[src/rtl/assert_macros.svh]
// Assertion helpers for the region table block
`ifndef ASSERT_MACROS_SVH
`define ASSERT_MACROS_SVH

// same-cycle implication
`define URRT_ASSERT_NOW(label, ante, cons) \
  label: assert property (@(posedge clk) disable iff (!rst_n) (ante) |-> (cons)) \
    else $error("region table check failed");

// next-cycle implication
`define URRT_ASSERT_NEXT(label, ante, cons) \
  label: assert property (@(posedge clk) disable iff (!rst_n) (ante) |=> (cons)) \
    else $error("region table check failed");

`endif

[src/rtl/urrt_pkg.sv]
package urrt_pkg;

  localparam int unsigned REGION_SLOTS = 16;
  localparam longint unsigned PAGE_BYTES = 64'd4096;

  localparam int unsigned SLOT_IW = (REGION_SLOTS > 1) ? $clog2(REGION_SLOTS) : 1;
  localparam logic [SLOT_IW-1:0] SLOT_LAST = SLOT_IW'(REGION_SLOTS - 1);

  localparam logic [63:0] PAGE_ADD  = 64'(PAGE_BYTES - 64'd1);
  localparam logic [63:0] PAGE_MASK = ~PAGE_ADD;

  localparam int unsigned CFG_AW = 6;

  typedef enum logic [2:0] {
    REG_WIN_BASE  = 3'd0,
    REG_WIN_LIMIT = 3'd1,
    REG_USER_MASK = 3'd2,
    REG_GUARD_MASK = 3'd3,
    REG_SPACE_RDY = 3'd4,
    REG_PROC_OWN  = 3'd5
  } reg_idx_t;

  typedef enum logic [6:0] {
    S_IDLE  = 7'b0000001,
    S_ADD   = 7'b0000010,
    S_ROUND = 7'b0000100,
    S_CHECK = 7'b0001000,
    S_FIND  = 7'b0010000,
    S_WRITE = 7'b0100000,
    S_LOOK  = 7'b1000000
  } state_t;

  // slot number as reported: index mod 16
  function automatic logic [3:0] slot_out(input logic [SLOT_IW-1:0] idx);
    logic [SLOT_IW+3:0] w;
    w = (SLOT_IW + 4)'(idx);
    return w[3:0];
  endfunction

endpackage

[src/rtl/user_region_reserve_table_core.sv]
// Channel   Handshake                       Payload
// input     start / busy                    in_kind, in_address, in_length, in_request_flags
// result    out_valid (one-cycle strobe)    out_ok, out_slot, out_region_*
// config    APB write/read, pready tied 1   paddr (8-byte regs), pwdata, prdata
//
// Reserve: address arithmetic (add, round, check) on the shared 64-bit adder, then a
// scan of one slot per cycle (up to 16), then a write. Failed checks or a full table refuse.
// Lookup: one slot per cycle through the same adder, up to the first hit or the last slot.
// The registered result strobe shows in the cycle after the last step; busy drops with it.
// Synchronous reset clears the used marks, count and config registers.
// The receiver cannot stall; a new beat may be started while a strobe shows.
`include "assert_macros.svh"

module user_region_reserve_table_core (
  input  logic                          clk,
  input  logic                          rst_n,
  input  logic                          start,
  output logic                          busy,
  input  logic                          in_kind,
  input  logic [63:0]                   in_address,
  input  logic [63:0]                   in_length,
  input  logic [63:0]                   in_request_flags,
  output logic                          out_valid,
  output logic                          out_ok,
  output logic [3:0]                    out_slot,
  output logic [63:0]                   out_region_base,
  output logic [63:0]                   out_region_bytes,
  output logic [63:0]                   out_region_flags,
  output logic [4:0]                    out_region_total,
  input  logic                          psel,
  input  logic                          penable,
  input  logic                          pwrite,
  input  logic [urrt_pkg::CFG_AW-1:0]   paddr,
  input  logic [63:0]                   pwdata,
  output logic [63:0]                   prdata,
  output logic                          pready
);
  import urrt_pkg::*;

  // configuration
  logic [63:0] win_base_r, win_limit_r, user_mask_r, guard_mask_r;
  logic        space_rdy_r, proc_own_r;
  logic        cfg_wr;
  reg_idx_t    cfg_idx;

  // control
  state_t             state_r, state_nxt;
  logic [SLOT_IW-1:0] idx_r, idx_nxt;
  logic [REGION_SLOTS-1:0] used_r, used_nxt;
  logic [4:0]         total_r, total_nxt;

  // payload
  logic [63:0] addr_r, len_r, req_r;
  logic [63:0] acc_r, acc_nxt;
  logic [63:0] size_r, size_nxt;
  logic [63:0] slot_base_r  [REGION_SLOTS];
  logic [63:0] slot_size_r  [REGION_SLOTS];
  logic [63:0] slot_flags_r [REGION_SLOTS];
  logic        wr_en;

  // shared adder
  logic [63:0] add_a, add_b, sum;
  logic        add_cin;

  // result
  logic        emit, emit_ok;
  logic [63:0] emit_base, emit_bytes, emit_flags;
  logic        out_valid_r, out_ok_r;
  logic [3:0]  out_slot_r;
  logic [63:0] out_base_r, out_bytes_r, out_flags_r;
  logic [4:0]  out_total_r;

  logic [63:0] base_cur, flags_new;
  logic        good, hit, last;

  assign pready  = 1'b1;
  assign cfg_wr  = psel & penable & pwrite;
  assign cfg_idx = reg_idx_t'(paddr[CFG_AW-1:3]);

  always_comb begin
    unique case (cfg_idx)
      REG_WIN_BASE:   prdata = win_base_r;
      REG_WIN_LIMIT:  prdata = win_limit_r;
      REG_USER_MASK:  prdata = user_mask_r;
      REG_GUARD_MASK: prdata = guard_mask_r;
      REG_SPACE_RDY:  prdata = {63'd0, space_rdy_r};
      REG_PROC_OWN:   prdata = {63'd0, proc_own_r};
      default:        prdata = '0;
    endcase
  end

  always_ff @(posedge clk) begin
    if (!rst_n) begin
      win_base_r   <= '0;
      win_limit_r  <= '0;
      user_mask_r  <= '0;
      guard_mask_r <= '0;
      space_rdy_r  <= 1'b0;
      proc_own_r   <= 1'b0;
    end else if (cfg_wr) begin
      unique case (cfg_idx)
        REG_WIN_BASE:   win_base_r   <= pwdata;
        REG_WIN_LIMIT:  win_limit_r  <= pwdata;
        REG_USER_MASK:  user_mask_r  <= pwdata;
        REG_GUARD_MASK: guard_mask_r <= pwdata;
        REG_SPACE_RDY:  space_rdy_r  <= pwdata[0];
        REG_PROC_OWN:   proc_own_r   <= pwdata[0];
        default: ;
      endcase
    end
  end

  assign busy      = (state_r != S_IDLE);
  assign base_cur  = addr_r & PAGE_MASK;
  assign flags_new = (req_r | user_mask_r) & ~guard_mask_r;
  assign last      = (idx_r == SLOT_LAST);

  // operand select for the one adder
  always_comb begin
    add_a   = addr_r;
    add_b   = len_r;
    add_cin = 1'b0;
    unique case (state_r)
      S_ROUND: begin
        add_a = acc_r;
        add_b = PAGE_ADD;
      end
      S_CHECK: begin
        add_a   = acc_r;
        add_b   = ~base_cur;
        add_cin = 1'b1;
      end
      S_LOOK: begin
        add_a = slot_base_r[idx_r];
        add_b = slot_size_r[idx_r];
      end
      default: ;
    endcase
  end

  assign sum = add_a + add_b + 64'(add_cin);

  assign good = space_rdy_r & proc_own_r & (len_r != 64'd0) & (acc_r > base_cur) &
                (base_cur >= win_base_r) & (acc_r <= win_limit_r);
  assign hit  = used_r[idx_r] & (addr_r >= slot_base_r[idx_r]) & (addr_r < sum);

  always_comb begin
    state_nxt  = state_r;
    idx_nxt    = idx_r;
    used_nxt   = used_r;
    total_nxt  = total_r;
    acc_nxt    = acc_r;
    size_nxt   = size_r;
    wr_en      = 1'b0;
    emit       = 1'b0;
    emit_ok    = 1'b0;
    emit_base  = '0;
    emit_bytes = '0;
    emit_flags = '0;
    unique case (state_r)
      S_IDLE: begin
        idx_nxt = '0;
        if (start) begin
          state_nxt = in_kind ? S_LOOK : S_ADD;
        end
      end
      S_ADD: begin
        acc_nxt   = sum;
        state_nxt = S_ROUND;
      end
      S_ROUND: begin
        acc_nxt   = sum & PAGE_MASK;
        state_nxt = S_CHECK;
      end
      S_CHECK: begin
        size_nxt = sum;
        if (good) begin
          state_nxt = S_FIND;
        end else begin
          emit      = 1'b1;
          state_nxt = S_IDLE;
        end
      end
      S_FIND: begin
        if (!used_r[idx_r]) begin
          state_nxt = S_WRITE;
        end else if (last) begin
          emit      = 1'b1;
          state_nxt = S_IDLE;
        end else begin
          idx_nxt = idx_r + 1'b1;
        end
      end
      S_WRITE: begin
        wr_en           = 1'b1;
        used_nxt[idx_r] = 1'b1;
        total_nxt       = total_r + 5'd1;
        emit            = 1'b1;
        emit_ok         = 1'b1;
        emit_base       = base_cur;
        emit_bytes      = size_r;
        emit_flags      = flags_new;
        state_nxt       = S_IDLE;
      end
      S_LOOK: begin
        if (hit) begin
          emit       = 1'b1;
          emit_ok    = 1'b1;
          emit_base  = slot_base_r[idx_r];
          emit_bytes = slot_size_r[idx_r];
          emit_flags = slot_flags_r[idx_r];
          state_nxt  = S_IDLE;
        end else if (last) begin
          emit      = 1'b1;
          state_nxt = S_IDLE;
        end else begin
          idx_nxt = idx_r + 1'b1;
        end
      end
      default: state_nxt = S_IDLE;
    endcase
  end

  always_ff @(posedge clk) begin
    if (!rst_n) begin
      state_r     <= S_IDLE;
      idx_r       <= '0;
      used_r      <= '0;
      total_r     <= '0;
      out_valid_r <= 1'b0;
    end else begin
      state_r     <= state_nxt;
      idx_r       <= idx_nxt;
      used_r      <= used_nxt;
      total_r     <= total_nxt;
      out_valid_r <= emit;
    end
  end

  always_ff @(posedge clk) begin
    if (state_r == S_IDLE && start) begin
      addr_r <= in_address;
      len_r  <= in_length;
      req_r  <= in_request_flags;
    end
    acc_r  <= acc_nxt;
    size_r <= size_nxt;
    if (wr_en) begin
      slot_base_r[idx_r]  <= base_cur;
      slot_size_r[idx_r]  <= size_r;
      slot_flags_r[idx_r] <= flags_new;
    end
    if (emit) begin
      out_ok_r    <= emit_ok;
      out_slot_r  <= emit_ok ? slot_out(idx_r) : 4'd0;
      out_base_r  <= emit_base;
      out_bytes_r <= emit_bytes;
      out_flags_r <= emit_flags;
      out_total_r <= total_nxt;
    end
  end

  assign out_valid        = out_valid_r;
  assign out_ok           = out_ok_r;
  assign out_slot         = out_slot_r;
  assign out_region_base  = out_base_r;
  assign out_region_bytes = out_bytes_r;
  assign out_region_flags = out_flags_r;
  assign out_region_total = out_total_r;

  `URRT_ASSERT_NEXT(a_strobe_single, out_valid_r, !out_valid_r)
  `URRT_ASSERT_NOW(a_strobe_after_work, out_valid_r, $past(busy))
  `URRT_ASSERT_NOW(a_count_on_reserve, total_r != $past(total_r), out_valid_r && out_ok_r)
  `URRT_ASSERT_NEXT(a_start_goes_busy, start && !busy, busy)

endmodule

[config.mk]
export PLATFORM = sky130hd
export DESIGN_NAME = user_region_reserve_table_core
export DESIGN_NICKNAME = d
export VERILOG_FILES = /design/src/rtl/urrt_pkg.sv /design/src/rtl/user_region_reserve_table_core.sv
export VERILOG_INCLUDE_DIRS = /design/src /design/src/rtl
export SDC_FILE = /design/constraint.sdc
export NUM_CORES = 2
export LEC_CHECK = 0
export BUFFER_PORTS_ARGS = -buffer_cell sky130_fd_sc_hd__buf_4
export CORE_MARGIN = 2
export CORE_UTILIZATION = 45
export DETAILED_ROUTE_END_ITERATION = 8
export PLACE_DENSITY = 0.66
export SYNTH_ARGS = -nofsm -noshare
export SYNTH_HDL_FRONTEND = slang
export SYNTH_SLANG_ARGS = --single-unit
[constraint.sdc]
create_clock -name clk -period 19.1 [get_ports clk]
set_clock_uncertainty 0.15 [all_clocks]
set_input_delay 3.82 -clock clk [delete_from_list [all_inputs] [get_ports clk]]
set_output_delay 3.82 -clock clk [all_outputs]
set_load 0.005 [all_outputs]
==> flow_metrics.env <==
export IMPL_period_needed_ns=12.64
export IMPL_slew_headroom_pct=10.2
export IMPL_io_buffers=521
export IMPL_area_delta_synth_final_pct=14.7
export IMPL_synth_main_ff_cell="edfxtp_1"
export IMPL_drive_gt1_share_pct=23.4
export IMPL_fmax_mhz=79.1
export IMPL_final_cells=13900
export IMPL_cts_made_buffers=379
export IMPL_critPathMaxFanout=61
export IMPL_vdd_drop_max_uv=82.7
export IMPL_r2r_end="out_region_flags[52]"
export IMPL_dpl_hpwl_um=291000
export IMPL_fp_dieW_um=582
export IMPL_clock_root_buffer="clkbuf_16"
export IMPL_setup_tns_ns=0
export IMPL_worst_ep_required_time_ns=19.49
export IMPL_rsz0062_at_grt="false"
export IMPL_ys_types=79
export IMPL_crit_end="out_region_flags[52]"
export IMPL_wirelength_um=465000
export IMPL_grt_use_total_pct=27.0
export IMPL_grt_pass1_vias=84900
export IMPL_hold_class="reg2reg"
export IMPL_dp_cells=13200
export IMPL_num_io_pins=538
export IMPL_cts_tree="yes"
export IMPL_synth_edff_count=3390
export IMPL_cts_resized=0
export IMPL_die_area_um2=338000
export IMPL_crit_path_max_incr_delay_ns=1.05
export IMPL_cts_setup_buffers=0
export IMPL_p_leak_nw=56.2
export IMPL_rows=212
export IMPL_worstSkewPairLatency_ns=0.96
export IMPL_ant_nets=0
export IMPL_finalMaxSlewViolations=0
export IMPL_rrSetupSlack_ns=6.46
export IMPL_drc_errors=0
export IMPL_antenna_found_initial=61
export IMPL_htreeDepth=5
export IMPL_place_gp_congestion=0.935
export IMPL_utilization_pct=51.7
export IMPL_syn_inst=8503
export IMPL_route_vias_total=86700
export IMPL_top_regs="slot_flags_r x1024, slot_size_r x1024, slot_base_r x832"
export IMPL_fill_cells=26400
export IMPL_cts_sinks=3685
export IMPL_async_flop_share_pct=0
export IMPL_ys_ff_latch=3685
export IMPL_totalPowerFinal_mw=17.3
export IMPL_max_clock_path_buffers=4
export IMPL_grt_pass1_wl_um=646000
export IMPL_die_height_um=582
export IMPL_rr_worst_depth=28
export IMPL_worstSetupPathType="reg2reg"
export IMPL_overflow=0
export IMPL_fin_crit_sh_pct=66.2
export IMPL_placeableCoreArea_um2=333000
export IMPL_grt_start_max_net_pins=146
export IMPL_cpMaxStageDelayCell="dfxtp_4"
export IMPL_hold_buffers=0
export IMPL_cap_violations=0
export IMPL_outcome="finished, final reports clean"
export IMPL_drtIter0Drc=12300
export IMPL_tightest_slew_ns=1.34
export IMPL_final_common_cell="edfxtp_1"
export IMPL_report_final_setup_viol=0
export IMPL_hold_viol_final=0
export IMPL_cp_common_cell="buf_4"
export IMPL_start_util_pct=45.1
export IMPL_final_net_count=9792
export IMPL_syn_area_per_cell_um2=17.7
export IMPL_cp_arrival_ns=13.03
export IMPL_cp_start_kind="flop"
export IMPL_drt_pass1_iter_count=8
export IMPL_ys_warn_count=0
export IMPL_path_clk_slew_ns=0.06
export IMPL_p_per_area_nw_per_um2=101
export IMPL_wl_per_cell_um=33.5
export IMPL_layout_common_cells="3390 x edfxtp_1, 878 x nand2_1, 876 x mux4_2"
export IMPL_syn_area_um2=150000
export IMPL_ys_seq_area_share_pct=71.7
export IMPL_critPathCaptureType="flop"
export IMPL_vias_per_cell=6.24
power breakdown:
group	switching (mW)	leakage, nW	internal (mW)
clock network	3.15	6.08	4.32
registers	0.0667	33.4	8.87
logic	0.640	16.7	0.286
critical path, delay by kind of cell (launching register included):
kind	cells	cell delay (ns)
compound gates	8	2.34
xor+xnor	1	0.15
fa+ha+maj	2	0.79
buf+inv	7	3.53
flops	1	1.05
mux	2	0.93
simple gates	8	2.90
synth_stat cells (69+ instances only):
library cell     n  area share (%)
a21oi_1        449             1.5
a22o_1          77            0.45
a22oi_1        178            0.89
buf_1           72            0.18
buf_2           90            0.30
clkbuf_1       268            0.67
dfxtp_1        295             3.9
edfxtp_1      3390              68
ha_1           350             2.9
inv_1          291            0.73
mux4_2         876              13
nand2_1        882             2.2
nand4_1         69            0.29
nor2_1         279            0.70
o211ai_1        74            0.37
o21ai_0        210            0.70
kinds of logic after synthesis:
kind of cell | Yosys count | synth area share (%)
DFF | 3685 | 71.7
xor gates and xnor gates | 83 | 0.484
buffers and inverters | 740 | 1.98
muxes | 923 | 13.5
and+or+nand+nor | 1456 | 4.13
AOI/OAI and AO/OA | 1262 | 5.27
adders and majority gates | 352 | 2.94
other | 2 | 0.00500
worst min path at each step:
| stage | from | end | slack [ns] | cells after the start |
|---|---|---|---|---|
| 6_report | used_r[11] | used_r[11] | 0.32 | 1 |
| 5_1_grt | win_base_r[3] | win_base_r[3] | 0.34 | 2 |
| 4_1_cts | used_r[11] | used_r[11] | 0.32 | 1 |
| 3_5_place_dp | used_r[11] | used_r[11] | 0.30 | 1 |
| 3_3_place_gp | used_r[11] | used_r[11] | 0.29 | 1 |
| 2_1_floorplan | used_r[10] | used_r[10] | 0.28 | 2 |
per-stage QoR:
stage	worst slack, ns	cell area [um^2]	hold WS (ns)
4_1_cts	6.10	172000	0.318
6_report	6.46	172000	0.321
5_1_grt	5.76	172000	0.336
2_1_floorplan	4.46	150000	0.285
3_5_place_dp	6.18	160000	0.303
3_3_place_gp	6.28	160000	0.292
cell type report:
| cell class | instances | area [um^2] | share of cell area, % |
|---|---|---|---|
| sequential | 3685 | 108000 | 62.5 |
| multi-input combinational | 4089 | 39800 | 23.1 |
| clock buffer | 479 | 10300 | 5.97 |
| timing repair buffer | 725 | 5630 | 3.27 |
| tap | 4387 | 5490 | 3.19 |
| clock inverter | 217 | 2190 | 1.27 |
| inverter | 291 | 1100 | 0.638 |
| antenna | 31 | 77.6 | 0.0450 |
per-layer routing:
layer	track usage [%]	share of wire (%)	wire, um
met5	0	0.020	91
met3	6.11	11	50600
met1	36.8	38	177000
met4	11.8	4.5	20800
met2	41.9	47	217000
Note: power is estimated with default switching activity, not from simulation.
